--- config.mk ---
export PLATFORM = sky130hd
export DESIGN_NAME = sha256_stream_hasher
export DESIGN_NICKNAME = d
export VERILOG_FILES = /design/src/rtl/core/sha256_pkg.sv /design/src/rtl/core/sha256_ctrl.sv /design/src/rtl/core/sha256_dp.sv /design/src/rtl/core/sha256_stream_hasher.sv
export SDC_FILE = /design/constraint.sdc
export NUM_CORES = 2
export LEC_CHECK = 0
export ABC_CLOCK_PERIOD_IN_PS = 9300
export BUFFER_PORTS_ARGS = -buffer_cell sky130_fd_sc_hd__buf_2
export CAP_MARGIN = 10
export CORE_ASPECT_RATIO = 1.4
export CORE_UTILIZATION = 45
export CTS_BUF_LIST = sky130_fd_sc_hd__clkbuf_4 sky130_fd_sc_hd__clkbuf_8
export DETAILED_ROUTE_END_ITERATION = 10
export GPL_TIMING_DRIVEN = 0
export PLACE_DENSITY_LB_ADDON = 0.08
export SKIP_LAST_GASP = 1
export SYNTH_ARGS = -nofsm -noshare
export SYNTH_HDL_FRONTEND = slang
export SYNTH_HIERARCHICAL = 1
export SYNTH_SLANG_ARGS = --single-unit
--- constraint.sdc ---
create_clock -name clk -period 9.3 [get_ports clk]
set_clock_uncertainty 0.1 [all_clocks]
set_input_delay 0.93 -clock clk [delete_from_list [all_inputs] [get_ports clk]]
set_output_delay 0.93 -clock clk [all_outputs]
set_load 0.05 [all_outputs]
--- src/rtl/core/sha256_pkg.sv ---
package sha256_pkg;

	typedef enum logic [2:0] {
		ST_IDLE,
		ST_ROUND,
		ST_UPDATE,
		ST_PAD,
		ST_DONE
	} state_t;

	typedef enum logic [1:0] {
		BYTE_IN,
		BYTE_MARK,
		BYTE_ZERO,
		BYTE_LEN
	} byte_sel_t;

	typedef struct packed {
		logic      shift_en;
		byte_sel_t byte_sel;
		logic      count_en;
		logic      load_vars;
		logic      round_en;
		logic      update_en;
		logic      finish;
	} dp_cmd_t;

	typedef struct packed {
		logic pos_last;
		logic pos_56;
		logic round_last;
		logic obuf_busy;
	} dp_stat_t;

	localparam logic [7:0] PAD_MARK = 8'h80;

	localparam logic [31:0] INIT_HASH [0:7] = '{
		32'h6a09e667, 32'hbb67ae85, 32'h3c6ef372, 32'ha54ff53a,
		32'h510e527f, 32'h9b05688c, 32'h1f83d9ab, 32'h5be0cd19};

	localparam logic [31:0] ROUND_K [0:63] = '{
		32'h428a2f98, 32'h71374491, 32'hb5c0fbcf, 32'he9b5dba5,
		32'h3956c25b, 32'h59f111f1, 32'h923f82a4, 32'hab1c5ed5,
		32'hd807aa98, 32'h12835b01, 32'h243185be, 32'h550c7dc3,
		32'h72be5d74, 32'h80deb1fe, 32'h9bdc06a7, 32'hc19bf174,
		32'he49b69c1, 32'hefbe4786, 32'h0fc19dc6, 32'h240ca1cc,
		32'h2de92c6f, 32'h4a7484aa, 32'h5cb0a9dc, 32'h76f988da,
		32'h983e5152, 32'ha831c66d, 32'hb00327c8, 32'hbf597fc7,
		32'hc6e00bf3, 32'hd5a79147, 32'h06ca6351, 32'h14292967,
		32'h27b70a85, 32'h2e1b2138, 32'h4d2c6dfc, 32'h53380d13,
		32'h650a7354, 32'h766a0abb, 32'h81c2c92e, 32'h92722c85,
		32'ha2bfe8a1, 32'ha81a664b, 32'hc24b8b70, 32'hc76c51a3,
		32'hd192e819, 32'hd6990624, 32'hf40e3585, 32'h106aa070,
		32'h19a4c116, 32'h1e376c08, 32'h2748774c, 32'h34b0bcb5,
		32'h391c0cb3, 32'h4ed8aa4a, 32'h5b9cca4f, 32'h682e6ff3,
		32'h748f82ee, 32'h78a5636f, 32'h84c87814, 32'h8cc70208,
		32'h90befffa, 32'ha4506ceb, 32'hbef9a3f7, 32'hc67178f2};

	function automatic logic [31:0] bsig0(input logic [31:0] x);
		return {x[1:0], x[31:2]} ^ {x[12:0], x[31:13]} ^ {x[21:0], x[31:22]};
	endfunction

	function automatic logic [31:0] bsig1(input logic [31:0] x);
		return {x[5:0], x[31:6]} ^ {x[10:0], x[31:11]} ^ {x[24:0], x[31:25]};
	endfunction

	function automatic logic [31:0] ssig0(input logic [31:0] x);
		return {x[6:0], x[31:7]} ^ {x[17:0], x[31:18]} ^ {3'b000, x[31:3]};
	endfunction

	function automatic logic [31:0] ssig1(input logic [31:0] x);
		return {x[16:0], x[31:17]} ^ {x[18:0], x[31:19]} ^ {10'b0, x[31:10]};
	endfunction

endpackage

--- src/rtl/core/sha256_ctrl.sv ---
module sha256_ctrl (
	input  logic                clk,
	input  logic                arst_n,
	input  logic                s_tvalid,
	input  logic                s_tlast,
	input  logic                s_tuser,
	output logic                s_tready,
	input  sha256_pkg::dp_stat_t stat,
	output sha256_pkg::dp_cmd_t  cmd
);

	sha256_pkg::state_t state_q, state_nxt;
	logic pad_q, first_q, len_q;
	logic acc, blk_full;

	assign acc      = (state_q == sha256_pkg::ST_IDLE) && s_tvalid;
	assign blk_full = acc && s_tuser && stat.pos_last;

	always_comb begin
		state_nxt = state_q;
		unique case (state_q)
			sha256_pkg::ST_IDLE: begin
				if (blk_full)
					state_nxt = sha256_pkg::ST_ROUND;
				else if (acc && s_tlast)
					state_nxt = sha256_pkg::ST_PAD;
			end
			sha256_pkg::ST_ROUND: begin
				if (stat.round_last)
					state_nxt = sha256_pkg::ST_UPDATE;
			end
			sha256_pkg::ST_UPDATE: begin
				if (len_q)
					state_nxt = sha256_pkg::ST_DONE;
				else if (pad_q)
					state_nxt = sha256_pkg::ST_PAD;
				else
					state_nxt = sha256_pkg::ST_IDLE;
			end
			sha256_pkg::ST_PAD: begin
				if (stat.pos_last)
					state_nxt = sha256_pkg::ST_ROUND;
			end
			sha256_pkg::ST_DONE: begin
				if (!stat.obuf_busy)
					state_nxt = sha256_pkg::ST_IDLE;
			end
			default: state_nxt = sha256_pkg::ST_IDLE;
		endcase
	end

	always_comb begin
		s_tready = 1'b0;
		cmd      = '0;
		cmd.byte_sel = sha256_pkg::BYTE_IN;
		unique case (state_q)
			sha256_pkg::ST_IDLE: begin
				s_tready      = 1'b1;
				cmd.shift_en  = acc && s_tuser;
				cmd.count_en  = acc && s_tuser;
				cmd.load_vars = blk_full;
			end
			sha256_pkg::ST_ROUND: begin
				cmd.round_en = 1'b1;
			end
			sha256_pkg::ST_UPDATE: begin
				cmd.update_en = 1'b1;
			end
			sha256_pkg::ST_PAD: begin
				cmd.shift_en  = 1'b1;
				cmd.load_vars = stat.pos_last;
				if (first_q)
					cmd.byte_sel = sha256_pkg::BYTE_MARK;
				else if (len_q || stat.pos_56)
					cmd.byte_sel = sha256_pkg::BYTE_LEN;
				else
					cmd.byte_sel = sha256_pkg::BYTE_ZERO;
			end
			sha256_pkg::ST_DONE: begin
				cmd.finish = !stat.obuf_busy;
			end
			default: begin
				s_tready = 1'b0;
			end
		endcase
	end

	always_ff @(posedge clk or negedge arst_n) begin
		if (!arst_n) begin
			state_q <= sha256_pkg::ST_IDLE;
			pad_q   <= 1'b0;
			first_q <= 1'b0;
			len_q   <= 1'b0;
		end else begin
			state_q <= state_nxt;
			if (acc && s_tlast) begin
				pad_q   <= 1'b1;
				first_q <= 1'b1;
				len_q   <= 1'b0;
			end
			if (state_q == sha256_pkg::ST_PAD) begin
				first_q <= 1'b0;
				if (!first_q && stat.pos_56)
					len_q <= 1'b1;
			end
			if (cmd.finish) begin
				pad_q <= 1'b0;
				len_q <= 1'b0;
			end
		end
	end

endmodule

--- src/rtl/core/sha256_dp.sv ---
module sha256_dp (
	input  logic                 clk,
	input  logic                 arst_n,
	input  logic [7:0]           s_tdata,
	input  sha256_pkg::dp_cmd_t  cmd,
	output sha256_pkg::dp_stat_t stat,
	output logic                 m_tvalid,
	input  logic                 m_tready,
	output logic [39:0]          m_tdata,
	output logic                 m_tlast
);

	logic [511:0] win_q;
	logic [31:0]  vars_q [0:7];
	logic [31:0]  hash_q [0:7];
	logic [31:0]  obuf_q [0:7];
	logic [63:0]  count_q;
	logic [5:0]   pos_q;
	logic [5:0]   round_q;
	logic         ovalid_q;
	logic [2:0]   oidx_q;

	logic [7:0]   byte_nxt;
	logic [63:0]  len_bits;
	logic [31:0]  w0, w1, w9, w14, w_new;
	logic [31:0]  t1, t2, ch, maj;
	logic         out_take;

	assign len_bits = {count_q[60:0], 3'b000};

	always_comb begin
		unique case (cmd.byte_sel)
			sha256_pkg::BYTE_IN:   byte_nxt = s_tdata;
			sha256_pkg::BYTE_MARK: byte_nxt = sha256_pkg::PAD_MARK;
			sha256_pkg::BYTE_ZERO: byte_nxt = 8'h00;
			sha256_pkg::BYTE_LEN:  byte_nxt = 8'(len_bits >> {~pos_q[2:0], 3'b000});
			default:               byte_nxt = 8'h00;
		endcase
	end

	assign w0  = win_q[511:480];
	assign w1  = win_q[479:448];
	assign w9  = win_q[223:192];
	assign w14 = win_q[63:32];
	assign w_new = sha256_pkg::ssig1(w14) + w9 + sha256_pkg::ssig0(w1) + w0;

	assign ch  = (vars_q[4] & vars_q[5]) ^ (~vars_q[4] & vars_q[6]);
	assign maj = (vars_q[0] & vars_q[1]) ^ (vars_q[0] & vars_q[2]) ^ (vars_q[1] & vars_q[2]);
	assign t1  = vars_q[7] + sha256_pkg::bsig1(vars_q[4]) + ch
		+ sha256_pkg::ROUND_K[round_q] + w0;
	assign t2  = sha256_pkg::bsig0(vars_q[0]) + maj;

	assign stat.pos_last   = (pos_q == 6'd63);
	assign stat.pos_56     = (pos_q == 6'd56);
	assign stat.round_last = (round_q == 6'd63);
	assign stat.obuf_busy  = ovalid_q;

	assign out_take = ovalid_q && m_tready;
	assign m_tvalid = ovalid_q;
	assign m_tdata  = {5'b0, oidx_q, obuf_q[0]};
	assign m_tlast  = (oidx_q == 3'd7);

	always_ff @(posedge clk) begin
		if (cmd.shift_en)
			win_q <= {win_q[503:0], byte_nxt};
		else if (cmd.round_en)
			win_q <= {win_q[479:0], w_new};
		if (cmd.load_vars) begin
			for (int i = 0; i < 8; i++)
				vars_q[i] <= hash_q[i];
		end else if (cmd.round_en) begin
			vars_q[0] <= t1 + t2;
			vars_q[1] <= vars_q[0];
			vars_q[2] <= vars_q[1];
			vars_q[3] <= vars_q[2];
			vars_q[4] <= vars_q[3] + t1;
			vars_q[5] <= vars_q[4];
			vars_q[6] <= vars_q[5];
			vars_q[7] <= vars_q[6];
		end
		if (cmd.finish) begin
			for (int i = 0; i < 8; i++)
				obuf_q[i] <= hash_q[i];
		end else if (out_take) begin
			for (int i = 0; i < 7; i++)
				obuf_q[i] <= obuf_q[i + 1];
		end
	end

	always_ff @(posedge clk or negedge arst_n) begin
		if (!arst_n) begin
			for (int i = 0; i < 8; i++)
				hash_q[i] <= sha256_pkg::INIT_HASH[i];
			count_q  <= '0;
			pos_q    <= '0;
			round_q  <= '0;
			ovalid_q <= 1'b0;
			oidx_q   <= '0;
		end else begin
			if (cmd.shift_en)
				pos_q <= pos_q + 6'd1;
			if (cmd.count_en)
				count_q <= count_q + 64'd1;
			if (cmd.round_en)
				round_q <= round_q + 6'd1;
			if (cmd.update_en) begin
				for (int i = 0; i < 8; i++)
					hash_q[i] <= hash_q[i] + vars_q[i];
			end
			if (cmd.finish) begin
				for (int i = 0; i < 8; i++)
					hash_q[i] <= sha256_pkg::INIT_HASH[i];
				count_q  <= '0;
				pos_q    <= '0;
				ovalid_q <= 1'b1;
				oidx_q   <= '0;
			end else if (out_take) begin
				oidx_q <= oidx_q + 3'd1;
				if (oidx_q == 3'd7)
					ovalid_q <= 1'b0;
			end
		end
	end

endmodule

--- src/rtl/core/sha256_stream_hasher.sv ---
// channel | direction | tdata                                      | tuser        | tlast
// s_      | in        | [7:0] data_byte                            | byte_present | end_of_message
// m_      | out       | [31:0] digest_word, [34:32] word_index     | -            | last_word
//
// One message byte per cycle while no block, padding or digest hand-off is in work.
// A full 64-byte block stalls input through its rounds and the hash update.
// Message end adds the pad bytes (9 to 72 bytes), shifted in one at a time, and their compressions.
// Digest leaves through an 8-word output buffer; input resumes once it is loaded.
// The message window serves byte shifts and the single one-round unit, so no byte is taken while a block compresses.
// After reset: initial hash loaded, byte count zero, block ready for input.
module sha256_stream_hasher (
	input  logic        clk,
	input  logic        arst_n,
	input  logic        s_tvalid,
	output logic        s_tready,
	input  logic [7:0]  s_tdata,   // [7:0] data_byte
	input  logic        s_tuser,   // [0] byte_present
	input  logic        s_tlast,
	output logic        m_tvalid,
	input  logic        m_tready,
	output logic [39:0] m_tdata,   // [31:0] digest_word, [34:32] word_index, [39:35] zero
	output logic        m_tlast
);

	sha256_pkg::dp_cmd_t  cmd;
	sha256_pkg::dp_stat_t stat;

	sha256_ctrl u_ctrl (
		.clk      (clk),
		.arst_n   (arst_n),
		.s_tvalid (s_tvalid),
		.s_tlast  (s_tlast),
		.s_tuser  (s_tuser),
		.s_tready (s_tready),
		.stat     (stat),
		.cmd      (cmd)
	);

	sha256_dp u_dp (
		.clk      (clk),
		.arst_n   (arst_n),
		.s_tdata  (s_tdata),
		.cmd      (cmd),
		.stat     (stat),
		.m_tvalid (m_tvalid),
		.m_tready (m_tready),
		.m_tdata  (m_tdata),
		.m_tlast  (m_tlast)
	);

	assert property (@(posedge clk) disable iff (!arst_n)
		cmd.round_en |-> !s_tready)
		else $error("request taken during compression");

	assert property (@(posedge clk) disable iff (!arst_n)
		cmd.finish |-> !m_tvalid)
		else $error("digest overwrites pending output");

	assert property (@(posedge clk) disable iff (!arst_n)
		(m_tvalid && m_tready && m_tlast) |=> !m_tvalid)
		else $error("output still valid after last word");

	assert property (@(posedge clk) disable iff (!arst_n)
		cmd.shift_en |-> !cmd.round_en)
		else $error("byte shift during round");

endmodule
After elaboration in Yosys (flattened, before gate mapping)

Memory sizes are Yosys's and may differ from the RTL's.
Index checks and enable logic that the tools add are counted.

Add/subtract/negate cells: 22
Order comparisons: 1
Eq/ne operators: 15
Shift operators: 1
Mux-type cells: 66
Bitwise gates (word level): 34
Reductions and logical operators: 21

Operator list:

| cell                                                     | count |
|---|---|
| 2-to-1 mux 512 bit                                       | 2 |
| adder 32 bit                                             | 18 |
| 2-to-1 mux 32 bit                                        | 17 |
| 2-to-1 mux 256 bit                                       | 2 |
| XOR 32 bit                                               | 9 |
| AND 32 bit                                               | 5 |
| 2-to-1 mux 64 bit                                        | 2 |
| adder 64 x 1 -> 64 bit, second input constant            | 1 |
| right shift 64 x 6 -> 8 bit                              | 1 |
| inverter 32 bit                                          | 1 |
| one-hot mux 8 bit (4 select lines)                       | 1 |
| XOR 32 x 22 -> 32 bit                                    | 1 |
| XOR 32 x 29 -> 32 bit                                    | 1 |
| 2-to-1 mux 1 bit                                         | 26 |
| 2-to-1 mux 3 bit                                         | 8 |
| equality test 6 bit, second input constant               | 3 |
| nonzero test 2 bit                                       | 8 |
| OR 1 bit                                                 | 15 |
| one-hot mux 3 bit (5 select lines)                       | 1 |
| adder 6 x 1 -> 6 bit, second input constant              | 2 |
| 2-to-1 mux 6 bit                                         | 2 |
| greater-or-equal comparator 7 bit, second input constant | 1 |
| inverter 6 -> 7 bit                                      | 1 |
| equality test 3 x 2 -> 1 bit, second input constant      | 2 |
| other kinds (18)                                         | 30 |

Bits in registers: 854
Memory bits (writable): 512
Memory bits (read-only): 2,048
Input bits: 14
Logic and storage cells: 181
Memories: 3

Memories:

| name            | words | width | read ports | clocked after Yosys merged registers in | wr ports | line            | text |
|---|---|---|---|---|---|---|---|
| (no name shown) | 64    | 32    | 1          | 0                                       | 0        | sha256_dp.sv:50 | `+ sha256_pkg::ROUND_K[round_q] + w0;` |
| u_dp.obuf_q     | 8     | 32    | 8          | 0                                       | 8        | sha256_dp.sv:16 | `logic [31:0] obuf_q [0:7];` |
| u_dp.vars_q     | 8     | 32    | 8          | 0                                       | 8        | sha256_dp.sv:14 | `logic [31:0] vars_q [0:7];` |

Longest topological paths before layout

An unclocked memory read counts as a cell.

Depth in word-level cells: 9
Gate-level depth with buffers: 38

Hierarchy

The synthesis kept the hierarchy.

By module, submodules not included:

| module      | instances | cells each | area an instance (um2) |
|---|---|---|---|
| sha256_dp   | 1         | 8,132      | 85,186.7 |
| sha256_ctrl | 1         | 48         | 421.7 |

Worst setup path after synthesis

OpenSTA, ideal clock, no wires.

Kind: input -> register
Start: input s_tuser
End: register u_dp.win_q[0] (enable)
Arrival: 8,353 ps
Data required time: 8,533 ps
Slack: 180 ps
Stages: 6
Path buffers: 3
Cells stage by stage: nand3_1 > a21oi_1 > clkbuf_1 > clkbuf_1 > clkbuf_1 > or2_2

RTL lines:

| item                 | line                       | text |
|---|---|---|
| start, declared      | sha256_stream_hasher.sv:17 | `input logic s_tuser,` |
| end signal, assigned | sha256_dp.sv:65            | `win_q <= {win_q[503:0], byte_nxt};` |
| end signal, assigned | sha256_dp.sv:67            | `win_q <= {win_q[479:0], w_new};` |
| end, declared        | sha256_dp.sv:13            | `logic [511:0] win_q;` |

==> out/results.ini <==
[outcome]
outcome = complete, but fails checks
violated_checks = DRC

[timing]
timing.setup.tns_ns = 0
max_freq_ghz = 0.110
max_slew.worst_pin.slew_ns = 1.43
post-route-period-util = 0.982
final_hold_viol_count = 0
final_max_slew_viol_count = 0
setup_viol = 0
period_needed_ns = 9.13
slew_headroom = 0.0462
timing.final.ws_setup_ns = 0.172

[yosys]
post_synth_most_frequent_cells = sky130_fd_sc_hd__nand2_1 (1422), sky130_fd_sc_hd__edfxtp_1 (1024), sky130_fd_sc_hd__mux2_2 (558)
synthTopCellsByArea = sky130_fd_sc_hd__edfxtp_1 (36%), sky130_fd_sc_hd__mux2_2 (7.3%), sky130_fd_sc_hd__nand2_1 (6.2%)
flip_flop_and_latch_count_after_synthesis = 1363
synth_most_common_cell = sky130_fd_sc_hd__nand2_1
synth.avg_cell_area_um2 = 10.5
post_synth_edffs = 1024
top_ff_cell_synth = sky130_fd_sc_hd__edfxtp_1
yosysWarningCount = 6
postSynth.asyncResetShare = 0.249
synth_top_area_cell = sky130_fd_sc_hd__edfxtp_1
synth_cell_type_count = 99
post-synth-top-area-fraction = 0.359
synth.yosys.seq_area_share = 0.460
synthesis.instances = 8180
syn-cell-area_um2 = 85600

[grt]
global_route.usage.met2 = 0.645
grt-busiest-layer = met2
gr-total-overflow = 0
groute.usage.overall = 0.365
met1_usage = 0.365
grt_pass1_wl_um = 495000
first_global_vias = 68100
initial_antenna_violation_count = 11
met3_usage = 0.0477
largest_net_degree_at_the_start_of_global_routing = 102

[place]
detailedPlace.worstSlack_ns = -3.46
portBuffers = 51
place.gp.congestion = 1.04
placedCellCount = 10800
detailed_place_hpwl_um = 275000

[die]
design.core.area_um2 = 189000
design.die.area_um2 = 192000
floorplan.die.width_um = 371
fp.dieH_um = 518
io_pins = 57
std_cell_rows = 189
floorplan.initialDensity = 0.453

[setup_path]
worstPathMaxFanout = 12
worstSetupStartpointType = flip-flop
critPathKind = flip-flop to flip-flop
cpMaxStageDelayCell = sky130_fd_sc_hd__clkbuf_1
worstPathRequired_ns = 10.03
reg_to_reg_start = u_dp/round_q[5]$_DFFE_PN0P_
critPathCaptureType = flip-flop
worst_ep_arrival_time_ns = 9.86
cpPeakStageDelay_ns = 0.70
startpoint = u_dp/round_q[5]$_DFFE_PN0P_

[drt]
drc_errors = 4
vias = 66100
drt-total-wl_um = 355000
route.detailed.wl_per_inst_um = 31.5
first_pass_iters = 11
viasPerCell = 5.88
ant_nets = 0
initialDrtViolationCount = 5225

[layout]
final_nets = 9159
post_route_insts_no_fill = 11200
area_growth_pct = 12.1
final_layout_size_suffix_gt1_frac = 0.174

[clocking]
clkSlewWorstSetupHoldPaths_ns = 0.07
clk_root_buffer_cell = sky130_fd_sc_hd__clkbuf_8
cts_max_path_buffers = 4
htree_levels = 4
clock_sink_count = 1363
cts_made_buffers = 234
tritoncts = yes
clock_insertion_delay_worst_skew_ns = 1.01

[hold_path]
min_delay_path_class = primary input to flip-flop
holdCritStartpoint = m_tready

[run]
cap_violations = 0

==> sequential cells by signal, indices dropped and copies added, names as in the netlist, 3 cells and up <==
signal and count:
u_ctrl/state_q 3, u_dp/count_q 61, u_dp/hash_q 256, u_dp/obuf_q 256
u_dp/oidx_q 3, u_dp/pos_q 6, u_dp/round_q 6, u_dp/vars_q 256
u_dp/win_q 512
==> worst max-delay path, delay by kind of cell, from the launching register on <==
family / cells / cell delay [ns]
AOI/OAI and AO/OA: 14 / 3.06
adders and majority gates: 6 / 2.46
buffers and inverters: 7 / 1.37
and+or+nand+nor: 5 / 1.14
DFF: 1 / 0.62
xor gates and xnor gates: 1 / 0.21
==> cell usage in the layout, fill, tap and decap left out, types with 74 or more instances in the layout <==
| master | count |
|---|---|
| sky130_fd_sc_hd__inv_1 | 475 |
| sky130_fd_sc_hd__nor2_1 | 390 |
| sky130_fd_sc_hd__mux2_2 | 558 |
| sky130_fd_sc_hd__nand2_1 | 1412 |
| sky130_fd_sc_hd__clkbuf_4 | 84 |
| sky130_fd_sc_hd__nand3_1 | 106 |
| sky130_fd_sc_hd__buf_2 | 74 |
| sky130_fd_sc_hd__mux2i_1 | 112 |
| sky130_fd_sc_hd__a21o_1 | 189 |
| sky130_fd_sc_hd__dfstp_2 | 136 |
| sky130_fd_sc_hd__a21oi_1 | 418 |
| sky130_fd_sc_hd__dfrtp_1 | 198 |
| sky130_fd_sc_hd__fa_1 | 194 |
| sky130_fd_sc_hd__edfxtp_1 | 1024 |
| sky130_fd_sc_hd__xor2_1 | 263 |
| sky130_fd_sc_hd__xnor2_1 | 322 |
| sky130_fd_sc_hd__nor3_1 | 95 |
| sky130_fd_sc_hd__ha_1 | 386 |
| sky130_fd_sc_hd__clkbuf_8 | 260 |
| sky130_fd_sc_hd__clkbuf_1 | 250 |
| sky130_fd_sc_hd__o21ai_0 | 465 |
==> cell families (layout without fill, tap and decap cells) <==
kind of cell,after synthesis,count (layout),synth area share
compound gates,1638,1638,0.121
xor+xnor,591,591,0.0607
fa+ha+maj,593,593,0.104
buf+inv,907,1472,0.0416
flops,1363,1363,0.460
mux,694,694,0.0927
other cells,1,17,0.0000438
simple gates,2393,2393,0.120
==> final timing paths <==
kind	end	slack, ns	cells past startpoint
hold reg to reg	u_dp/obuf_q[1][112]$_DFFE_PP_	0.36	0
max in group asynchronous	u_dp/round_q[3]$_DFFE_PN0P_	7.22	4
hold / removal	u_dp/m_tvalid$_DFFE_PN0P_	0.14	4
setup reg to reg	u_dp/vars_q[0][29]$_DFFE_PP_	0.17	33
min in group asynchronous	u_dp/hash_q[195]$_DFFE_PN0P_	0.34	2
setup / recovery	u_dp/vars_q[0][29]$_DFFE_PP_	0.17	33
==> through the flow <==
step | utilization | instance area (um2) | hold WS [ns]
floorplan | - | 85600 | 0.356
global placement | 0.470 | 89000 | 0.388
detailed placement | 0.477 | 90300 | 0.391
CTS | 0.506 | 95700 | 0.0547
global route | 0.507 | 95900 | 0.106
finish | 0.507 | 96000 | 0.136
==> area by class of cell <==
cell class              count  area (um2)
plain buffers             416        1910
clock buffers             332        4100
inverters                 484        1840
clock inverters            98         644
well taps                2483        3110
multi-input cells        5914       43200
diodes                     12        30.0
flip-flops and latches   1363       39400
repair buffers            142        1760
fillers                 17600       93200
==> routing by layer <==
layer  wire (um)  vias up  share of wire
met5          34        -       0.000096
met4       40700        6           0.11
met3       16300     1145          0.046
met2      180000     2523           0.51
met1      118000    32800           0.33
li1            -    29700              -
==> repair_timing <==
item | in CTS | in global routing
hold buffers | 1 | 0
endpoints found under the hold margin | 23 | 0
pin swaps | 15 | 13
buffers inserted | 19 | 10
setup endpoints to repair | 40 | 8
resized for setup | 153 | 50
Power is not shown: default switching activity piles up to over one toggle a cycle in this logic, so the estimate is an artifact.
